<file path="config.mk">
export PLATFORM = sky130hd
export DESIGN_NAME = box_overlap_ratio_core
export DESIGN_NICKNAME = d
export VERILOG_FILES = /design/src/rtl/bor_pkg.sv /design/src/rtl/bor_isect.sv /design/src/rtl/bor_area.sv /design/src/rtl/bor_div_cell.sv /design/src/rtl/box_overlap_ratio_core.sv
export VERILOG_INCLUDE_DIRS = /design/src /design/src/rtl
export SDC_FILE = /design/constraint.sdc
export NUM_CORES = 2
export LEC_CHECK = 0
export BUFFER_PORTS_ARGS = -buffer_cell sky130_fd_sc_hd__buf_4
export CORE_ASPECT_RATIO = 0.9
export CORE_MARGIN = 4
export CORE_UTILIZATION = 40
export DETAILED_ROUTE_END_ITERATION = 16
export PLACE_DENSITY = 0.65
export SLEW_MARGIN = 10
export SYNTH_ARGS = -nofsm -noshare
export SYNTH_HDL_FRONTEND = slang
export SYNTH_SLANG_ARGS = --single-unit
export TNS_END_PERCENT = 50
</file>
<file path="constraint.sdc">
create_clock -name i_clk -period 15.73 [get_ports i_clk]
set_input_delay 1.573 -clock i_clk [delete_from_list [all_inputs] [get_ports i_clk]]
set_output_delay 1.573 -clock i_clk [all_outputs]
set_load 0.02 [all_outputs]
</file>
<file path="src/rtl/box_overlap_ratio_core_assert.svh">
// Assertion macros used by the box overlap ratio top level.
`ifndef BOX_OVERLAP_RATIO_CORE_ASSERT_SVH
`define BOX_OVERLAP_RATIO_CORE_ASSERT_SVH

// Checked on every rising edge outside of reset.
`define BOR_ASSERT(lbl, prop, msg) \
    lbl: assert property (@(posedge i_clk) disable iff (!i_rst_n) prop) else $error(msg);

// Checked on every rising edge, reset included.
`define BOR_ASSERT_ALWAYS(lbl, prop, msg) \
    lbl: assert property (@(posedge i_clk) prop) else $error(msg);

`endif

</file>
<file path="src/rtl/bor_pkg.sv">
// Shared widths, constants and stage payload types for the box overlap ratio core.
package bor_pkg;

    localparam int SIZE_BITS = 15;
    localparam int AREA_W    = 2 * SIZE_BITS;
    localparam int UNI_W     = AREA_W + 1;
    localparam int PCT_BITS  = 7;
    localparam int NUM_W     = AREA_W + PCT_BITS;
    localparam int PCT_SCALE = 100;

    typedef logic [SIZE_BITS-1:0] t_size;

    // Clipped intersection extents plus the four box sides.
    typedef struct packed {
        t_size iw;
        t_size ih;
        t_size tw;
        t_size th;
        t_size cw;
        t_size ch;
    } t_ext;

    // State handed along the divider cells.
    typedef struct packed {
        logic [NUM_W-1:0]    rem;
        logic [UNI_W-1:0]    den;
        logic [PCT_BITS-1:0] quo;
        logic                empty;
    } t_div;

endpackage

</file>
<file path="src/rtl/bor_isect.sv">
// Intersection stage: clipped overlap width and height of the two boxes.
module bor_isect import bor_pkg::*; #(
    parameter int COORD_BITS = 16
) (
    input  logic                         i_clk,
    input  logic                         i_rst_n,
    input  logic                         i_valid,
    output logic                         o_ready,
    input  logic signed [COORD_BITS-1:0] i_track_left,
    input  logic signed [COORD_BITS-1:0] i_track_top,
    input  t_size                        i_track_width,
    input  t_size                        i_track_height,
    input  logic signed [COORD_BITS-1:0] i_cand_left,
    input  logic signed [COORD_BITS-1:0] i_cand_top,
    input  t_size                        i_cand_width,
    input  t_size                        i_cand_height,
    output logic                         o_valid,
    input  logic                         i_ready,
    output t_ext                         o_ext
);

    localparam int MAX_W = (COORD_BITS > SIZE_BITS) ? COORD_BITS : SIZE_BITS;
    localparam int EW    = MAX_W + 3;

    logic          r_valid;
    t_ext          r_ext;
    t_ext          n_ext;
    logic signed [EW-1:0] w_tl, w_tt, w_cl, w_ct;
    logic signed [EW-1:0] w_tr, w_tb, w_cr, w_cb;
    logic signed [EW-1:0] w_ix, w_iy, w_iw, w_ih;

    always_comb begin
        w_tl = EW'(i_track_left);
        w_tt = EW'(i_track_top);
        w_cl = EW'(i_cand_left);
        w_ct = EW'(i_cand_top);
        w_tr = w_tl + signed'(EW'(i_track_width));
        w_tb = w_tt + signed'(EW'(i_track_height));
        w_cr = w_cl + signed'(EW'(i_cand_width));
        w_cb = w_ct + signed'(EW'(i_cand_height));
        w_ix = (w_tl > w_cl) ? w_tl : w_cl;
        w_iy = (w_tt > w_ct) ? w_tt : w_ct;
        w_iw = ((w_tr < w_cr) ? w_tr : w_cr) - w_ix;
        w_ih = ((w_tb < w_cb) ? w_tb : w_cb) - w_iy;
        // A positive extent never exceeds the narrower box, so it fits a size field.
        n_ext.iw = (w_iw > 0) ? w_iw[SIZE_BITS-1:0] : '0;
        n_ext.ih = (w_ih > 0) ? w_ih[SIZE_BITS-1:0] : '0;
        n_ext.tw = i_track_width;
        n_ext.th = i_track_height;
        n_ext.cw = i_cand_width;
        n_ext.ch = i_cand_height;
    end

    assign o_ready = !r_valid || i_ready;

    always_ff @(posedge i_clk) begin
        if (!i_rst_n) begin
            r_valid <= 1'b0;
        end else if (o_ready) begin
            r_valid <= i_valid;
        end
        if (o_ready && i_valid) begin
            r_ext <= n_ext;
        end
    end

    assign o_valid = r_valid;
    assign o_ext   = r_ext;

endmodule

</file>
<file path="src/rtl/bor_area.sv">
// Area stages: the three products, then union area and scaled intersection.
module bor_area import bor_pkg::*; (
    input  logic i_clk,
    input  logic i_rst_n,
    input  logic i_valid,
    output logic o_ready,
    input  t_ext i_ext,
    output logic o_valid,
    input  logic i_ready,
    output t_div o_div
);

    logic              r_prod_valid;
    logic [AREA_W-1:0] r_inter, r_track_area, r_cand_area;
    logic              w_prod_ready;
    logic              r_valid;
    t_div              r_div;
    t_div              n_div;
    logic [UNI_W-1:0]  w_union;

    assign w_prod_ready = !r_valid || i_ready;
    assign o_ready      = !r_prod_valid || w_prod_ready;

    always_ff @(posedge i_clk) begin
        if (!i_rst_n) begin
            r_prod_valid <= 1'b0;
        end else if (o_ready) begin
            r_prod_valid <= i_valid;
        end
        if (o_ready && i_valid) begin
            r_inter      <= AREA_W'(i_ext.iw) * AREA_W'(i_ext.ih);
            r_track_area <= AREA_W'(i_ext.tw) * AREA_W'(i_ext.th);
            r_cand_area  <= AREA_W'(i_ext.cw) * AREA_W'(i_ext.ch);
        end
    end

    always_comb begin
        // The intersection lies inside both boxes, so the union never goes negative.
        w_union     = UNI_W'(r_track_area) + UNI_W'(r_cand_area) - UNI_W'(r_inter);
        n_div.rem   = NUM_W'(r_inter) * NUM_W'(PCT_SCALE);
        n_div.den   = w_union;
        n_div.quo   = '0;
        n_div.empty = (w_union == '0);
    end

    always_ff @(posedge i_clk) begin
        if (!i_rst_n) begin
            r_valid <= 1'b0;
        end else if (w_prod_ready) begin
            r_valid <= r_prod_valid;
        end
        if (w_prod_ready && r_prod_valid) begin
            r_div <= n_div;
        end
    end

    assign o_valid = r_valid;
    assign o_div   = r_div;

endmodule

</file>
<file path="src/rtl/bor_div_cell.sv">
// One restoring-division cell: resolves a single quotient bit per transfer.
module bor_div_cell import bor_pkg::*; #(
    parameter int BIT = 0
) (
    input  logic i_clk,
    input  logic i_rst_n,
    input  logic i_valid,
    output logic o_ready,
    input  t_div i_div,
    output logic o_valid,
    input  logic i_ready,
    output t_div o_div
);

    logic             r_valid;
    t_div             r_div;
    t_div             n_div;
    logic [NUM_W:0]   w_rem;
    logic [NUM_W:0]   w_dsh;
    logic [NUM_W:0]   w_diff;
    logic             w_ge;

    always_comb begin
        w_rem  = (NUM_W + 1)'(i_div.rem);
        w_dsh  = (NUM_W + 1)'(i_div.den) << BIT;
        w_diff = w_rem - w_dsh;
        w_ge   = (w_rem >= w_dsh);
        n_div.rem   = w_ge ? w_diff[NUM_W-1:0] : i_div.rem;
        n_div.den   = i_div.den;
        // An empty union yields a zero quotient.
        n_div.quo   = {i_div.quo[PCT_BITS-2:0], w_ge && !i_div.empty};
        n_div.empty = i_div.empty;
    end

    assign o_ready = !r_valid || i_ready;

    always_ff @(posedge i_clk) begin
        if (!i_rst_n) begin
            r_valid <= 1'b0;
        end else if (o_ready) begin
            r_valid <= i_valid;
        end
        if (o_ready && i_valid) begin
            r_div <= n_div;
        end
    end

    assign o_valid = r_valid;
    assign o_div   = r_div;

endmodule

</file>
<file path="src/rtl/box_overlap_ratio_core.sv">
// Top level of the box overlap ratio core: intersection over union as a percent.
//
// Takes one box pair per cycle while s_axis_tready is high and returns
// floor(100 * intersection / union) for each pair in input order. An item passes a
// register for the intersection extents, one for the three area products, one for the
// union and the scaled intersection, and one in each of the seven divider cells that
// resolve the percent one bit at a time, most significant bit first. Every stage holds
// its own valid bit, so the core keeps taking pairs while a finished result waits at
// the output; it stops only once every stage is full. A pair whose union area is zero
// comes out as 0 percent with the empty flag set.
`include "box_overlap_ratio_core_assert.svh"

module box_overlap_ratio_core import bor_pkg::*; #(
    parameter int COORD_BITS = 16
) (
    input  logic                  i_clk,
    input  logic                  i_rst_n,
    input  logic                  s_axis_tvalid,
    output logic                  s_axis_tready,
    // track_left, track_top, track_width, track_height,
    // cand_left, cand_top, cand_width, cand_height; zero padded to bytes.
    input  logic [((4*COORD_BITS+4*SIZE_BITS+7)/8)*8-1:0] s_axis_tdata,
    output logic                  m_axis_tvalid,
    input  logic                  m_axis_tready,
    // overlap_percent, one zero pad bit.
    output logic [7:0]            m_axis_tdata,
    // union_empty.
    output logic                  m_axis_tuser
);

    localparam int TL_LO = 0;
    localparam int TT_LO = COORD_BITS;
    localparam int TW_LO = 2 * COORD_BITS;
    localparam int TH_LO = TW_LO + SIZE_BITS;
    localparam int CL_LO = TH_LO + SIZE_BITS;
    localparam int CT_LO = CL_LO + COORD_BITS;
    localparam int CW_LO = CT_LO + COORD_BITS;
    localparam int CH_LO = CW_LO + SIZE_BITS;

    logic isect_valid, isect_ready;
    t_ext isect_ext;

    logic cell_valid [PCT_BITS+1];
    logic cell_ready [PCT_BITS+1];
    t_div cell_div   [PCT_BITS+1];

    bor_isect #(
        .COORD_BITS (COORD_BITS)
    ) u_isect (
        .i_clk          (i_clk),
        .i_rst_n        (i_rst_n),
        .i_valid        (s_axis_tvalid),
        .o_ready        (s_axis_tready),
        .i_track_left   (s_axis_tdata[TL_LO +: COORD_BITS]),
        .i_track_top    (s_axis_tdata[TT_LO +: COORD_BITS]),
        .i_track_width  (s_axis_tdata[TW_LO +: SIZE_BITS]),
        .i_track_height (s_axis_tdata[TH_LO +: SIZE_BITS]),
        .i_cand_left    (s_axis_tdata[CL_LO +: COORD_BITS]),
        .i_cand_top     (s_axis_tdata[CT_LO +: COORD_BITS]),
        .i_cand_width   (s_axis_tdata[CW_LO +: SIZE_BITS]),
        .i_cand_height  (s_axis_tdata[CH_LO +: SIZE_BITS]),
        .o_valid        (isect_valid),
        .i_ready        (isect_ready),
        .o_ext          (isect_ext)
    );

    bor_area u_area (
        .i_clk   (i_clk),
        .i_rst_n (i_rst_n),
        .i_valid (isect_valid),
        .o_ready (isect_ready),
        .i_ext   (isect_ext),
        .o_valid (cell_valid[0]),
        .i_ready (cell_ready[0]),
        .o_div   (cell_div[0])
    );

    for (genvar k = 0; k < PCT_BITS; k++) begin : g_cell
        bor_div_cell #(
            .BIT (PCT_BITS - 1 - k)
        ) u_cell (
            .i_clk   (i_clk),
            .i_rst_n (i_rst_n),
            .i_valid (cell_valid[k]),
            .o_ready (cell_ready[k]),
            .i_div   (cell_div[k]),
            .o_valid (cell_valid[k+1]),
            .i_ready (cell_ready[k+1]),
            .o_div   (cell_div[k+1])
        );
    end

    assign cell_ready[PCT_BITS] = m_axis_tready;
    assign m_axis_tvalid        = cell_valid[PCT_BITS];
    assign m_axis_tdata         = {1'b0, cell_div[PCT_BITS].quo};
    assign m_axis_tuser         = cell_div[PCT_BITS].empty;

    `BOR_ASSERT(a_empty_zero, m_axis_tvalid && m_axis_tuser |-> m_axis_tdata == 8'd0, "empty union must give zero percent")
    `BOR_ASSERT(a_pct_range, m_axis_tvalid |-> m_axis_tdata <= 8'(PCT_SCALE), "percent above full scale")
    `BOR_ASSERT_ALWAYS(a_ready_free, (!m_axis_tvalid || m_axis_tready) |-> s_axis_tready, "core stalls input with a free output slot")

endmodule

</file>
Yosys cells after proc, flatten, opt, wreduce, memory -nomap -nowiden
Cells that the tools add are included.

Add/subtract/negate cells: 14. $mul: 4. Div/mod/pow operators: 0. Order comparisons: 13. Equality and inequality tests: 0. Shift-type cells: 0. Mux-type cells: 10. Bitwise operators: 0. Reductions and logical operators: 45.

Operator list (count): two-way mux 37 bit (6); multiplier 15 x 15 -> 30 bit (3); two-way mux 19 bit (4); adder 16 x 16 -> 17 bit (4); greater-than comparator 19 x 1 -> 1 bit (second input constant) (2); less-than comparator 19 bit (2); subtractor 19 bit (2); greater-or-equal comparator 37 x 31 -> 1 bit (1); greater-or-equal comparator 37 x 32 -> 1 bit (1); greater-or-equal comparator 37 x 33 -> 1 bit (1); greater-or-equal comparator 37 x 34 -> 1 bit (1); greater-or-equal comparator 37 x 35 -> 1 bit (1); greater-or-equal comparator 37 x 36 -> 1 bit (1); greater-or-equal comparator 37 bit (1); subtractor 37 x 32 -> 37 bit (1); subtractor 37 x 33 -> 37 bit (1); subtractor 37 x 34 -> 37 bit (1); subtractor 37 x 35 -> 37 bit (1); subtractor 37 x 36 -> 37 bit (1); subtractor 37 bit (1); multiplier 30 x 5 -> 35 bit (second input constant) (1); greater-than comparator 16 bit (2); adder 30 x 30 -> 31 bit (1); logical NOT 31 bit (1); other kinds (4) (45).

Bits in registers: 700. Latch bits: 0. Memory bits (writable): 0. Bits in read-only memories: 0. Input bits: 132. Output and inout bits: 11. Word-level logic and storage cells: 135. Memories: 0.

Logic depth before layout (Yosys ltp)
Depth after elaboration: 12. Depth in mapped cells: 38. Mapped depth without buffers: 36.

By module
Synthesis repeated with hierarchy kept, for this count alone.

Cells, all modules: 7449. Area total of the unflattened synthesis: 74873.1 um2.

By module, submodules not included: bor_area (times used 1, cells an instance 3437, area each 32570.0 um2, seq. area each 4754.6 um2); bor_isect (times used 1, cells an instance 952, area each 9197.6 um2, seq. area each 2722.6 um2); bor_div_cell (g_cell[2].u_cell) (times used 1, cells an instance 457, area each 5073.6 um2, seq. area each 2302.2 um2); bor_div_cell (g_cell[6].u_cell) (times used 1, cells an instance 468, area each 4909.7 um2, seq. area each 2302.2 um2); bor_div_cell (g_cell[3].u_cell) (times used 1, cells an instance 449, area each 4798.4 um2, seq. area each 2302.2 um2); bor_div_cell (g_cell[1].u_cell) (times used 1, cells an instance 414, area each 4667.0 um2, seq. area each 2302.2 um2); bor_div_cell (g_cell[5].u_cell) (times used 1, cells an instance 439, area each 4652.0 um2, seq. area each 2302.2 um2); bor_div_cell (g_cell[4].u_cell) (times used 1, cells an instance 438, area each 4595.7 um2, seq. area each 2302.2 um2); bor_div_cell (g_cell[0].u_cell) (times used 1, cells an instance 393, area each 4398.0 um2, seq. area each 2302.2 um2); box_overlap_ratio_core (times used 1, cells an instance 2, area each 11.3 um2, seq. area each 0.0 um2).

Worst setup path before layout
No wires, ideal clock.

Kind: input to register. Start: in m_axis_tready. End: reg u_area.r_cand_area[0] (enable). Setup time: 675 ps. Arrival time: 9036 ps. Data required time: 15055 ps. Path slack: 6019 ps. Stages on the path: 8. Buffers on the path: 1. Cell sequence: nor2b_1 and2_1 and3_1 clkbuf_1 nand3_1 nor2_1 and2_0 a21boi_0.

Longest elaborated chain between the ends: 10.

RTL lines: start: declaration (line box_overlap_ratio_core.sv:24) `input logic m_axis_tready,`; logical OR 1 bit (7 in series) (line bor_div_cell.sv:35) `assign o_ready = !r_valid || i_ready;`; logical OR 1 bit (line bor_area.sv:21) `assign w_prod_ready = !r_valid || i_ready;`; logical OR 1 bit (line bor_area.sv:22) `assign o_ready = !r_prod_valid || w_prod_ready;`; logical AND 1 bit (line bor_area.sv:30) `if (o_ready && i_valid) begin`; end signal: assignment (line bor_area.sv:33) `r_cand_area <= AREA_W'(i_ext.cw) * AREA_W'(i_ext.ch);`; end: declaration (line bor_area.sv:14) `logic [AREA_W-1:0] r_inter, r_track_area, r_cand_area;`.

Every way passes these cells. A chain may end at the register's enable or synchronous reset.

Worst setup path after layout
Start: in s_axis_tdata[63]. End: reg u_isect.r_ext, in the netlist u_isect.o_ext[80] (data pin).

Longest elaborated chain between the ends: 5. Elaborated cells on any way between the ends: 7. Those cells by class: 2 x add/sub; 3 x order compare; 2 x mux.

RTL lines: start: declaration (line box_overlap_ratio_core.sv:22) `input logic [((4*COORD_BITS+4*SIZE_BITS+7)/8)*8-1:0] s_axis_tdata,`; adder 16 x 16 -> 17 bit (line bor_isect.sv:39) `w_cr = w_cl + signed'(EW'(i_cand_width));`; less-than comparator 19 bit (line bor_isect.sv:43) `w_iw = ((w_tr < w_cr) ? w_tr : w_cr) - w_ix;`; two-way mux 19 bit (line bor_isect.sv:43); subtractor 19 bit * (line bor_isect.sv:43); greater-than comparator 19 x 1 -> 1 bit (line bor_isect.sv:46) `n_ext.iw = (w_iw > 0) ? w_iw[SIZE_BITS-1:0] : '0;`; end signal: assignment (line bor_isect.sv:63) `r_ext <= n_ext;`; end: declaration (line bor_isect.sv:26) `t_ext r_ext;`.

Mark *: on every way between the ends. The rest lies on a longest branch, timed or not.

==> results.md <==
* Status: complete, no violations
* Crit-path max cell delay at 0.39 ns
* Endpoints failing setup at 0
* Synthesized area at 0.0667 mm^2
* Final period utilization at 54.6%
* Vias in the first global route at 48100
* Post-synthesis compound-gate area fraction at 11.6%
* CP required at 16.13 ns
* GP Congestion at 0.911
* Clock Tree Buf Depth at 3
* Clock skew at 0.0376 ns
* CTS root buf: clkbuf_16
* Cell taking the most area after synthesis: edfxtp_1
* Synth top area cells: edfxtp_1 31%, fa_1 17%, ha_1 15%, inv_1 6.2%, nand2_1 3.8%
* Main synth FF type: edfxtp_1
* Synth unique cells at 83
* Adder-cell area share of the yosys netlist at 31.7%
* CTS tree: yes
* Initial antenna violation count at 0
* Synthesis-stage register bit count at 689
* # rows at 141
* Startpoint types: primary input
* Buffers and inverters on the worst path at 4
* Post-synth EDFFs at 679
* Pins Over Slew Limit at 0
* Critical path capture point type: flip-flop
* # DRC at 0
* Die W at 438 um
* Area Growth Syn to Fin at 9.19%
* Die Ht at 395 um
* Final Hold Viols at 0
* Worst slew margin at 30.6%
* Hpwl dp at 121000 um
* Iter 0 DRT Violations at 2457
* Congestion Overflow GR at 0
* Starting density of the core at 40.4%
* Largest net degree at the start of global routing at 74
* ANT cells at 0
* Hold-fix buffers, CTS at 0
* Via count at 46500
* Setup TNS at 0 ns
* Layout Nets at 8273
* Final WL at 149000 um
* Slowest cell on crit path: maj3_1
* RSZ-0062 raised after global routing: no
* Post-synth top area share at 30.6%
* Post-CTS Setup Bufs at 0
* Wire per inst at 16.4 um
* Global-route wire length before repair at 245000 um
* Yosys warns at 0
* I/O Buffers at 137
* Ratio of cells with drive above 1 in the final layout at 5.28%
* Die Area at 0.173 mm^2
* Worst-path maximum fanout at 15
* Max frequency at 116 MHz
* Number of cells upsized or downsized after cts at 0
* Mean Syn Cell Area at 9.93 um^2
* DRT Pass-1 Iters at 6
* Detail Route Antenna Nets at 0
* Mapped Cells at 6715
* Sequential share of the synthesized area at 30.9%
* GRT Total Usage at 17.3%
* Min-delay worst type: reg2reg
* # fillers at 15500
* CP Class: in2reg
* Tmin final at 8.59 ns
* Htree depth at 3
* Register Area at 0.0206 mm^2
* Mapped Nets at 8192
* MaxCap Viol Count at 0
* Tightest Pin Transition at 1.01 ns
* Mux contribution to synthesized area at 1.55%
* Cell mode on critical path: a21oi_1
* XOR/XNOR Fraction of Synth Area at 4.84%
* Simple-Gate Fraction of Synth Area at 12.3%
* Multi-input gate area in the final layout at 0.0414 mm^2
* DR vias/cell at 5.12
* Core Area at 0.165 mm^2
* Post-synth ARST share at 0%
* Clk_lat worst skew at 0.69 ns
* Main combinational cell family by area after synthesis: adder cells
* CP arrival at 8.99 ns
* TritonCTS buffer count at 79
* Worst-path clk slew at 0.06 ns
* # clock sinks at 689
* Boundary Pins at 143
* CP delay by family, top: compound AO/OA/AOI/OAI gates
==> registers in the layout (all words and copies together), names as in the netlist <==
register / count
u_area.r_inter: 30
u_area.r_track_area: 30
g_cell.u_cell.o_valid: 7
u_area.r_cand_area: 30
u_isect.o_valid: 1
u_isect.o_ext: 90
u_area.o_valid: 1
g_cell.u_cell.o_div: 432
u_area.r_prod_valid: 1
u_area.o_div: 67
==> kinds of logic (layout without fill, tap and decap cells) <==
family                     count (synthesis)  in the layout
buffers and inverters                   1260           1403
xor gates and xnor gates                 368            368
DFF                                      689            689
and+or+nand+nor                         1715           1715
other                                      1              1
adders and majority gates               1349           1349
AOI/OAI and AO/OA                       1235           1235
muxes                                     98             98
==> layer usage <==
layer / wire length, um / vias to the layer above / global-route usage, %
met5: 0 / - / 0
met3: 6470 / 301 / 2.45
met2: 68800 / 1135 / 29.1
met1: 65500 / 22300 / 21.9
met4: 8150 / 0 / 8.47
li1: - / 22800 / -
==> worst register-to-register path, delay by kind of cell, from the launching register on <==
kind / cells / cell delay, ns
adder cells (fa/ha/maj): 7 / 3.37
buffers and inverters: 3 / 0.15
flip-flops: 1 / 0.87
AND/OR/NAND/NOR: 3 / 0.80
AO/OA/AOI/OAI: 8 / 2.05
XOR/XNOR: 1 / 0.34
==> placed cells by master, fill, tap and decap left out, types with 15 or more instances in the layout <==
cell type	n
inv_1	1101
ha_1	777
nand2_1	680
edfxtp_1	679
fa_1	568
a21oi_1	385
nor2_1	304
and2_1	291
o21ai_0	286
xnor2_1	236
a21o_1	187
buf_4	159
xor2_1	132
clkbuf_16	79
nand3_1	71
nor2b_1	71
nor3_1	70
o21a_1	60
nand2b_1	59
mux2i_1	56
o21bai_1	48
nand4_1	43
mux2_2	41
o31ai_1	32
a211oi_1	31
and3_1	26
a31oi_1	26
or3_1	23
o211ai_1	20
clkinv_1	16
nor4_1	15
a21boi_0	15
==> layout make-up <==
type | count | share of cell area, %
well taps | 2216 | 3.81
multi-input cells | 4766 | 56.9
inverters | 1101 | 5.68
repair buffers | 159 | 1.64
clock buffers | 91 | 2.78
clock inverters | 52 | 0.856
flip-flops and latches | 689 | 28.3
==> path summary, 6_finish.rpt <==
check / slack [ns] / from / cells past startpoint / to
max: 7.14 / s_axis_tdata[63] / 38 / u_isect.o_ext[80]
min: 0.41 / g_cell[5].u_cell.o_div[5] / 0 / g_cell[6].u_cell.o_div[6]
max reg2reg: 7.88 / u_isect.o_ext[6] / 22 / u_area.r_cand_area[29]
min reg2reg: 0.41 / g_cell[5].u_cell.o_div[5] / 0 / g_cell[6].u_cell.o_div[6]
==> cells in the mapped netlist (11+ instances only) <==
cell type  count
and3_1        26
fa_1         568
a21o_1       187
o31ai_1       32
xnor2_1      236
nor4_1        15
a211oi_1      32
nor3_1        70
edfxtp_1     679
nand3_1       71
o21a_1        61
a211o_1       11
nor2b_1       76
a31oi_1       29
nand4_1       43
nand2b_1      59
mux2i_1       56
xor2_1       132
o21ai_0      286
nand2_1      680
nor2_1       305
and2_1       291
ha_1         777
inv_1       1101
a21oi_1      385
a21boi_0      18
or3_1         24
clkbuf_1     143
o211ai_1      20
o21bai_1      48
or2_2         13
mux2_2        41
==> per-stage QoR <==
step / cell area (um^2) / utilization [%] / instances / hold WS (ns) / setup WS (ns)
detailed placement: 70100 / 42.5 / 8931 / 0.405 / 6.54
CTS: 72800 / 44.1 / 9074 / 0.411 / 7.23
floorplan: 66700 / - / 6715 / 0.400 / 6.02
global route: 72800 / 44.1 / 9074 / 0.427 / 6.43
finish: 72800 / 44.1 / 9074 / 0.414 / 7.14
global placement: 70100 / 42.5 / 8931 / 0.403 / 6.53
Power is not shown: default switching activity piles up to over one toggle a cycle in this logic, so the estimate is an artifact.
